## src/rtcseq_pkg.sv

```systemverilog
`timescale 1ns / 1ps
// ----------------------------------------------------------------------------
// rtcseq_pkg
// Shared types, status codes, control bit masks and BCD helpers for the
// RTC time sequencer on an I2C master controller.
// ----------------------------------------------------------------------------
package rtcseq_pkg;

    // number of time bytes written after the register pointer
    localparam int unsigned TIME_BYTES = 3;

    // control register bit masks
    localparam logic [6:0] CTRL_STA  = 7'h20;
    localparam logic [6:0] CTRL_STO  = 7'h10;
    localparam logic [6:0] CTRL_SI   = 7'h08;
    localparam logic [6:0] CTRL_AA   = 7'h04;
    localparam logic [6:0] CTRL_NONE = 7'h00;

    // device address after reset
    localparam logic [6:0] DEV_ADDR_RST = 7'd104;

    // controller status codes
    localparam logic [7:0] ST_BUS_ERROR = 8'h00;
    localparam logic [7:0] ST_START     = 8'h08;
    localparam logic [7:0] ST_RESTART   = 8'h10;
    localparam logic [7:0] ST_SLAW_ACK  = 8'h18;
    localparam logic [7:0] ST_SLAW_NACK = 8'h20;
    localparam logic [7:0] ST_DATA_ACK  = 8'h28;
    localparam logic [7:0] ST_DATA_NACK = 8'h30;
    localparam logic [7:0] ST_ARB_LOST  = 8'h38;
    localparam logic [7:0] ST_SLAR_ACK  = 8'h40;
    localparam logic [7:0] ST_SLAR_NACK = 8'h48;
    localparam logic [7:0] ST_RX_ACK    = 8'h50;
    localparam logic [7:0] ST_RX_NACK   = 8'h58;

    // byte counter values
    localparam logic [2:0] CNT_MAX     = 3'd7;
    localparam logic [2:0] CNT_MINUTES = 3'd1;
    localparam logic [2:0] CNT_HOURS   = 3'd2;
    localparam logic [2:0] CNT_LAST_RX = 3'(TIME_BYTES - 1);
    localparam logic [2:0] CNT_LAST_TX = 3'(TIME_BYTES);

    // item kinds
    typedef enum logic [1:0] {
        KIND_SET    = 2'd0,
        KIND_READ   = 2'd1,
        KIND_STATUS = 2'd2,
        KIND_NONE   = 2'd3
    } t_kind;

    // one input item
    typedef struct packed {
        t_kind      kind;
        logic [7:0] status_code;
        logic [7:0] rx_byte;
        logic [4:0] set_hour;
        logic [5:0] set_minute;
    } t_item;

    // sequencer state; the transmit bytes have no reset value
    typedef struct packed {
        logic       read_phase_pending;
        logic       read_busy;
        logic [2:0] byte_count;
        logic       register_pointer;
        logic [7:0] tx_minutes;
        logic [7:0] tx_hours;
        logic [7:0] rx_minutes;
        logic [7:0] rx_hours;
    } t_state;

    // one result item
    typedef struct packed {
        logic [6:0] ctrl_set_bits;
        logic [6:0] ctrl_clear_bits;
        logic       tx_load;
        logic [7:0] tx_byte;
        logic       busy_res;
        logic [6:0] time_hour;
        logic [6:0] time_minute;
    } t_result;

    // binary 0..63 to packed BCD; tens by multiply with 13/128
    function automatic logic [7:0] to_bcd(input logic [5:0] v);
        logic [9:0] prod;
        logic [2:0] tens;
        logic [5:0] ones;
        prod = {4'd0, v} * 10'd13;
        tens = prod[9:7];
        ones = v - ({3'd0, tens} * 6'd10);
        return {1'b0, tens, ones[3:0]};
    endfunction

    // packed BCD to binary, saturating at 99
    function automatic logic [6:0] from_bcd(input logic [7:0] b);
        logic [7:0] v;
        v = ({4'd0, b[7:4]} << 3) + ({4'd0, b[7:4]} << 1) + {4'd0, b[3:0]};
        return (v > 8'd99) ? 7'd99 : v[6:0];
    endfunction

endpackage

```

## src/rtc_time_i2c_master_sequencer_core.sv

```systemverilog
`timescale 1ns / 1ps
// ----------------------------------------------------------------------------
// rtc_time_i2c_master_sequencer_core
// Sequences an I2C master controller to set or read an RTC's hour and minute.
//
//   channel   direction  handshake                 payload
//   in        input      i_in_valid / o_in_ready   kind, status_code, rx_byte,
//                                                  set_hour, set_minute
//   out       output     o_out_valid / i_out_ready ctrl bits, tx byte, busy,
//                                                  time_hour, time_minute
//   cfg       input      i_cfg_we                  i_cfg_wdata (device address)
//
// One item per cycle sustained while results are taken; an item passes the
// input register, then the decision logic into the result register, and the
// state register updates together with the result register.
// A stalled result register stalls the input register, which still takes
// one item while the result waits.
// Synchronous active-low reset clears the state except the transmit bytes and sets address 104.
// ----------------------------------------------------------------------------
module rtc_time_i2c_master_sequencer_core
    import rtcseq_pkg::*;
(
    input  logic       i_clk,
    input  logic       i_rst_n,
    input  logic       i_cfg_we,
    input  logic [6:0] i_cfg_wdata,
    input  logic       i_in_valid,
    output logic       o_in_ready,
    input  logic [1:0] i_kind,
    input  logic [7:0] i_status_code,
    input  logic [7:0] i_rx_byte,
    input  logic [4:0] i_set_hour,
    input  logic [5:0] i_set_minute,
    output logic       o_out_valid,
    input  logic       i_out_ready,
    output logic [6:0] o_ctrl_set_bits,
    output logic [6:0] o_ctrl_clear_bits,
    output logic       o_tx_load,
    output logic [7:0] o_tx_byte,
    output logic       o_busy_res,
    output logic [6:0] o_time_hour,
    output logic [6:0] o_time_minute
);

    logic       r_in_valid;
    t_item      r_in;
    logic       r_out_valid;
    t_result    r_out;
    t_state     r_state;
    t_state     n_state;
    t_result    n_out;
    logic [6:0] r_dev_addr;
    logic       proc_fire;
    logic       in_fire;

    // handshake: the input register moves on when the result slot frees
    assign proc_fire  = r_in_valid && (!r_out_valid || i_out_ready);
    assign o_in_ready = !r_in_valid || proc_fire;
    assign in_fire    = i_in_valid && o_in_ready;

    // device address register
    always_ff @(posedge i_clk) begin
        if (!i_rst_n) begin
            r_dev_addr <= DEV_ADDR_RST;
        end else if (i_cfg_we) begin
            r_dev_addr <= i_cfg_wdata;
        end
    end

    // input register
    always_ff @(posedge i_clk) begin
        if (!i_rst_n) begin
            r_in_valid <= 1'b0;
        end else if (o_in_ready) begin
            r_in_valid <= i_in_valid;
        end
    end

    always_ff @(posedge i_clk) begin
        if (in_fire) begin
            r_in.kind        <= t_kind'(i_kind);
            r_in.status_code <= i_status_code;
            r_in.rx_byte     <= i_rx_byte;
            r_in.set_hour    <= i_set_hour;
            r_in.set_minute  <= i_set_minute;
        end
    end

    // decision logic
    rtcseq_step u_step (
        .i_item       (r_in),
        .i_state      (r_state),
        .i_dev_addr   (r_dev_addr),
        .o_state_next (n_state),
        .o_result     (n_out)
    );

    // sequencer state; transmit bytes are loaded only by set requests
    always_ff @(posedge i_clk) begin
        if (!i_rst_n) begin
            r_state.read_phase_pending <= 1'b0;
            r_state.read_busy          <= 1'b0;
            r_state.byte_count         <= 3'd0;
            r_state.register_pointer   <= 1'b0;
            r_state.rx_minutes         <= 8'h00;
            r_state.rx_hours           <= 8'h00;
        end else if (proc_fire) begin
            r_state <= n_state;
        end
    end

    // result register
    always_ff @(posedge i_clk) begin
        if (!i_rst_n) begin
            r_out_valid <= 1'b0;
        end else if (proc_fire) begin
            r_out_valid <= 1'b1;
        end else if (i_out_ready) begin
            r_out_valid <= 1'b0;
        end
    end

    always_ff @(posedge i_clk) begin
        if (proc_fire) begin
            r_out <= n_out;
        end
    end

    // output ports
    assign o_out_valid       = r_out_valid;
    assign o_ctrl_set_bits   = r_out.ctrl_set_bits;
    assign o_ctrl_clear_bits = r_out.ctrl_clear_bits;
    assign o_tx_load         = r_out.tx_load;
    assign o_tx_byte         = r_out.tx_byte;
    assign o_busy_res        = r_out.busy_res;
    assign o_time_hour       = r_out.time_hour;
    assign o_time_minute     = r_out.time_minute;

    // a processed item always lands in the result register
    a_fire_gives_result: assert property (@(posedge i_clk) disable iff (!i_rst_n)
        proc_fire |=> o_out_valid)
        else $error("processed item did not reach the result register");

    // no transmit byte without a load
    a_tx_zero_unloaded: assert property (@(posedge i_clk) disable iff (!i_rst_n)
        (o_out_valid && !o_tx_load) |-> (o_tx_byte == 8'h00))
        else $error("tx byte nonzero without load");

    // decoded time stays in decimal range
    a_time_range: assert property (@(posedge i_clk) disable iff (!i_rst_n)
        o_out_valid |-> (o_time_hour <= 7'd99 && o_time_minute <= 7'd99))
        else $error("decoded time out of range");

    // a set request only asks for a start
    a_set_gives_start: assert property (@(posedge i_clk) disable iff (!i_rst_n)
        (proc_fire && r_in.kind == KIND_SET) |=>
        (o_ctrl_set_bits == CTRL_STA && o_ctrl_clear_bits == CTRL_NONE && !o_tx_load))
        else $error("set request did not produce a plain start");

endmodule

```

## src/rtcseq_step.sv

```systemverilog
`timescale 1ns / 1ps
// ----------------------------------------------------------------------------
// rtcseq_step
// Decision logic for one item: from the registered item and the current
// state, gives the controller bits, transmit byte, next state and decoded time.
// ----------------------------------------------------------------------------
module rtcseq_step
    import rtcseq_pkg::*;
(
    input  t_item      i_item,
    input  t_state     i_state,
    input  logic [6:0] i_dev_addr,
    output t_state     o_state_next,
    output t_result    o_result
);

    t_state     n_st;
    logic [6:0] set_v;
    logic [6:0] clr_v;
    logic       load;
    logic [7:0] txb;
    logic [2:0] cnt_up;

    // saturating byte counter increment
    assign cnt_up = (i_state.byte_count == CNT_MAX) ? CNT_MAX
                                                    : i_state.byte_count + 3'd1;

    // per-item control decision and state update
    always_comb begin
        n_st  = i_state;
        set_v = CTRL_NONE;
        clr_v = CTRL_NONE;
        load  = 1'b0;
        txb   = 8'h00;
        case (i_item.kind)
            KIND_SET: begin
                n_st.tx_minutes         = to_bcd(i_item.set_minute);
                n_st.tx_hours           = to_bcd({1'b0, i_item.set_hour});
                n_st.register_pointer   = 1'b0;
                n_st.byte_count         = 3'd0;
                n_st.read_phase_pending = 1'b0;
                set_v                   = CTRL_STA;
            end
            KIND_READ: begin
                n_st.register_pointer   = 1'b1;
                n_st.read_phase_pending = 1'b1;
                n_st.read_busy          = 1'b1;
                n_st.byte_count         = 3'd0;
                set_v                   = CTRL_STA;
            end
            KIND_STATUS: begin
                case (i_item.status_code)
                    ST_BUS_ERROR, ST_SLAW_NACK, ST_DATA_NACK, ST_SLAR_NACK: begin
                        set_v                   = CTRL_STO | CTRL_AA;
                        clr_v                   = CTRL_SI;
                        n_st.read_busy          = 1'b0;
                        n_st.read_phase_pending = 1'b0;
                    end
                    ST_START: begin
                        load  = 1'b1;
                        txb   = {i_dev_addr, 1'b0};
                        set_v = CTRL_AA;
                        clr_v = CTRL_STA | CTRL_SI;
                    end
                    ST_RESTART: begin
                        load  = 1'b1;
                        txb   = {i_dev_addr, 1'b1};
                        set_v = CTRL_AA;
                        clr_v = CTRL_STA | CTRL_SI;
                    end
                    ST_SLAW_ACK: begin
                        load            = 1'b1;
                        txb             = {7'd0, i_state.register_pointer};
                        set_v           = CTRL_AA;
                        clr_v           = CTRL_SI;
                        n_st.byte_count = cnt_up;
                    end
                    ST_DATA_ACK: begin
                        if (i_state.read_phase_pending) begin
                            // pointer sent, turn around with repeated start
                            set_v                   = CTRL_STA;
                            clr_v                   = CTRL_SI;
                            n_st.read_phase_pending = 1'b0;
                        end else if (i_state.byte_count >= 3'd1 &&
                                     i_state.byte_count <= CNT_LAST_TX) begin
                            load            = 1'b1;
                            set_v           = CTRL_AA;
                            clr_v           = CTRL_SI;
                            n_st.byte_count = cnt_up;
                            // seconds byte first, always zero
                            case (i_state.byte_count)
                                CNT_MINUTES: txb = 8'h00;
                                CNT_HOURS:   txb = i_state.tx_minutes;
                                default:     txb = i_state.tx_hours;
                            endcase
                        end else begin
                            set_v = CTRL_STO | CTRL_AA;
                            clr_v = CTRL_SI;
                        end
                    end
                    ST_ARB_LOST: begin
                        set_v = CTRL_STA | CTRL_AA;
                        clr_v = CTRL_SI;
                    end
                    ST_SLAR_ACK: begin
                        set_v = CTRL_AA;
                        clr_v = CTRL_SI;
                    end
                    ST_RX_ACK: begin
                        if (i_state.byte_count == CNT_MINUTES) begin
                            n_st.rx_minutes = i_item.rx_byte;
                        end else if (i_state.byte_count == CNT_HOURS) begin
                            n_st.rx_hours = i_item.rx_byte;
                        end
                        n_st.byte_count = cnt_up;
                        // nack the last byte
                        if (cnt_up == CNT_LAST_RX) begin
                            clr_v = CTRL_SI | CTRL_AA;
                        end else begin
                            set_v = CTRL_AA;
                            clr_v = CTRL_SI;
                        end
                    end
                    ST_RX_NACK: begin
                        if (i_state.byte_count == CNT_MINUTES) begin
                            n_st.rx_minutes = i_item.rx_byte;
                        end else if (i_state.byte_count == CNT_HOURS) begin
                            n_st.rx_hours = i_item.rx_byte;
                        end
                        set_v          = CTRL_STO | CTRL_AA;
                        clr_v          = CTRL_SI;
                        n_st.read_busy = 1'b0;
                    end
                    default: begin
                        set_v = CTRL_NONE;
                    end
                endcase
            end
            default: begin
                set_v = CTRL_NONE;
            end
        endcase
    end

    // result assembly with time decoded from the updated receive bytes
    assign o_state_next             = n_st;
    assign o_result.ctrl_set_bits   = set_v;
    assign o_result.ctrl_clear_bits = clr_v;
    assign o_result.tx_load         = load;
    assign o_result.tx_byte         = txb;
    assign o_result.busy_res        = n_st.read_busy;
    assign o_result.time_hour       = from_bcd(n_st.rx_hours);
    assign o_result.time_minute     = from_bcd(n_st.rx_minutes);

endmodule
```

## config.mk

```make
export PLATFORM = sky130hd
export DESIGN_NAME = rtc_time_i2c_master_sequencer_core
export DESIGN_NICKNAME = d
export VERILOG_FILES = /design/src/rtcseq_pkg.sv /design/src/rtc_time_i2c_master_sequencer_core.sv /design/src/rtcseq_step.sv
export SDC_FILE = /design/constraint.sdc
export NUM_CORES = 1
export LEC_CHECK = 0
export BUFFER_PORTS_ARGS = -buffer_cell sky130_fd_sc_hd__buf_2
export CORE_ASPECT_RATIO = 0.6
export CORE_UTILIZATION = 58
export CTS_CLUSTER_SIZE = 10
export DETAILED_ROUTE_END_ITERATION = 7
export GPL_ROUTABILITY_DRIVEN = 0
export PLACE_DENSITY = 0.78
export SYNTH_ARGS = -nofsm -noshare
export SYNTH_HDL_FRONTEND = slang
export SYNTH_SLANG_ARGS = --single-unit
```

## constraint.sdc

```tcl
create_clock -name i_clk -period 4.1 [get_ports i_clk]
set_clock_uncertainty 0.05 [all_clocks]
set_input_delay 0.41 -clock i_clk [delete_from_list [all_inputs] [get_ports i_clk]]
set_output_delay 0.41 -clock i_clk [all_outputs]
set_load 0.1 [all_outputs]
```

==> summary.md <==
| Metric | Value |
|---|---|
| Critical path class | register to register |
| Core Area | 9290 um^2 |
| Hold WS | 179 ps |
| Clk_lat worst skew | 350 ps |
| Routed wire length | 11100 um |
| Cells after synthesis | roughly 490 |
| Die Ht | 78.4 um |
| First-pass GRT wire length | 18300 um |
| Antenna-violating nets left | 0 |
| Clock Pin Slew Worst Setup and Hold Paths | roughly 70 ps |
| Syn-to-layout area delta | 14.6% |
| Final period utilization | 0.939 |
| Filler cells | 677 |
| Synth area leaders | edfxtp_1 (38%), ha_1 (11%), dfxtp_1 (11%) |
| CTS tree | done |
| WP data arrival | 3890 ps |
| Worst path top cell family by delay | adder cells |
| DRT Pass-1 Iters | 5 |
| Synth area leader | edfxtp_1 |
| Ant. Diodes | 0 |
| CTS H-tree depth | 3 |
| Fin Setup TNS | 0 ps |
| Cell breakdown of the critical path | ha_1 > inv_1 > fa_1 > inv_1 > ha_1 > nand4_1 > a211oi_1 > a21oi_1 > xnor2_1 > inv_1 > fa_1 > xnor2_1 > xnor2_1 > xnor2_1 |
| Clock root cell | clkbuf_16 |
| Final Cell Area | 6460 um^2 |
| CP max stage delay | 500 ps |
| Gr ovfl total | 0 |
| Vias in the first global route | 3709 |
| Slew @ Worst Pin | 548 ps |
| Critical path launch point type | register |
| Initial Util | 0.607 |
| Yosys top cell area share | 0.383 |
| Dpl hpwl | approximately 8100 um |
| # setup viols final | 0 |
| Synth Register Bits | a little over 100 |
| Slew margin rel. | 0.635 |
| Drt drc | 0 |
| Finished Core Util | 0.695 |
| Initial antenna violation count | 0 |
| Final std cells w/o fill | between 600 and 700 |
| Req. time, crit path | 4140 ps |
| Static Leak | ~2.8 nW |
| Die Area | 10100 um^2 |
| Outcome | complete, no violations |
| Sequential cell area | 2790 um^2 |
| CP Capture Type | register |
| Synth warn | 0 |
| Netlist cell types | 63 |
| # clock sinks | 103 |
| Top_reg_cell synth | edfxtp_1 |
| Die extent in x | 129 um |
| Fin. max-slew vios | 0 |
| Number of max-cap violations | 0 |
| Final nets | roughly 660 |
| Power density over cell area | 380 nW/um^2 |
| Maximum clock frequency | 0.260 GHz |
| Worst min-delay path class | input port to register |
| Placed instance count | 680 |
| Drt wl/cell | 15.9 um |
| Hold Vio Cnt, Final | 0 |
| Max FO, Critical Path | 4 |
| Worst vdd ir | 0.218 mV |
| RSZ-0062 raised after global routing | no |
| Initial DRC count | 349 |
| Slowest stage cell on the critical path | edfxtp_1 |
| Vias per inst | 5.50 |
| Post-synth EDFFs | 72 |
| Post-Syn Area | 5640 um^2 |
| Async SR Flop Fraction | 0 |
| Sequential cell area fraction in the yosys report | 0.494 |
| CP dominant cell by count | xnor2_1 |
| Syn Area/Cell | 11.6 um^2 |
| GRT Total Usage | 0.242 |
| Via count | 3847 |
| Buffer depth of the longest clock path | 2 |
| IO Pins | 81 |
| DP Area | about 6100 um^2 |
| Post-CTS Hold Buffers | 0 |
| IO Port Bufs | 72 |
| Total CTS buffers | 9 |
| Critical path buffer and inverter count | 3 |
| Final Critical Period | 3850 ps |
| Row count | 27 |
| Layout cell share with drive strength beyond 1 | 0.228 |
| Largest net degree at the start of global routing | 41 |
| Multi-input logic area | 2610 um^2 |
## cell type report
cell class	count	area share
Clock buffer	12	0.0432
Clock inverter	4	0.00387
Inverter	41	0.0238
Multi-Input combinational cell	326	0.404
Sequential cell	103	0.431
Tap cell	130	0.0252
Timing Repair Buffer	83	0.0686
## placed cells by master (no fill, tap or decap), types with 5 or more instances in the layout
cell,instances
buf_2,72
edfxtp_1,72
ha_1,50
nand2_1,45
inv_1,39
dfxtp_1,29
nor2_1,21
a21boi_0,18
a21oi_1,17
nor2b_1,12
mux2_2,12
xnor2_1,11
clkbuf_16,11
buf_4,11
a21o_1,10
nor3_1,9
fa_1,8
conb_1,8
mux2i_1,7
o21ai_0,6
and2_1,6
nand2b_1,5
xor2_1,5
a222oi_1,5
## metrics by stage
step | power (mW) | worst slack (ps)
5_1_grt | 2.54 | 28.4
2_1_floorplan | 1.53 | 369
6_report | 2.45 | 249
4_1_cts | 2.47 | 65.3
3_5_place_dp | 1.62 | 93.8
3_3_place_gp | 1.61 | 278
## routing by layer
metal	up-vias	track usage	wire, um	part of all wire
met5	-	0	0	0
met3	13	0.0654	802	0.072
li1	1895	-	-	-
met1	1810	0.342	5410	0.49
met2	129	0.363	4800	0.43
met4	0	0.0718	108	0.0097
## worst paths after layout
kind              slack, ps  cells past startpoint         start          end
setup reg to reg        250                     14       r_in[2]  r_state[27]
hold reg to reg         420                      2    r_state[2]   r_state[2]
setup / recovery        250                     14       r_in[2]  r_state[27]
hold / removal          180                      1  i_rx_byte[1]     r_in[12]
## Yosys cell counts, types with 6 or more instances
library cell	number
a21boi_0	18
nor2b_1	12
buf_4	8
mux2i_1	7
ha_1	50
dfxtp_1	31
mux2_2	12
nor2_1	21
a21o_1	10
nand2_1	45
o21ai_0	7
inv_1	39
a21oi_1	18
fa_1	8
edfxtp_1	72
and2_1	6
clkbuf_1	13
xnor2_1	11
nor3_1	9
## registers in the layout (all words and copies together), names as in the netlist
| register | count |
|---|---|
| o_time_hour | 7 |
| o_tx_load | 1 |
| r_state | 35 |
| o_ctrl_clear_bits | 3 |
| r_in | 29 |
| o_busy_res | 1 |
| o_tx_byte | 8 |
| o_time_minute | 7 |
| r_in_valid | 1 |
| o_out_valid | 1 |
| o_ctrl_set_bits | 3 |
| r_dev_addr | 7 |
## power breakdown
part	leakage, nW	internal, mW	total (mW)	switching [mW]
sequential	0.942	1.17	1.20	0.0299
clock	0.145	0.483	0.847	0.364
combinational	1.73	0.130	0.409	0.279
total	2.81	1.78	2.45	0.672
## what timing repair did
item | 4_1_cts | 5_1_grt
resized for setup | 0 | 5
setup endpoints to repair | 0 | 11
setup buffers | 0 | 3
## cells by family after synthesis
logic type               Yosys count  synth area share
multiplexers                      21            0.0444
XOR/XNOR                          16            0.0249
buffers and inverters             65            0.0493
flip-flops                       103             0.494
AO/OA/AOI/OAI                     89             0.115
AND/OR/NAND/NOR                  134             0.133
other                              1          0.000665
adder cells (fa/ha/maj)           58             0.139
(Power assumes the default switching activity.)
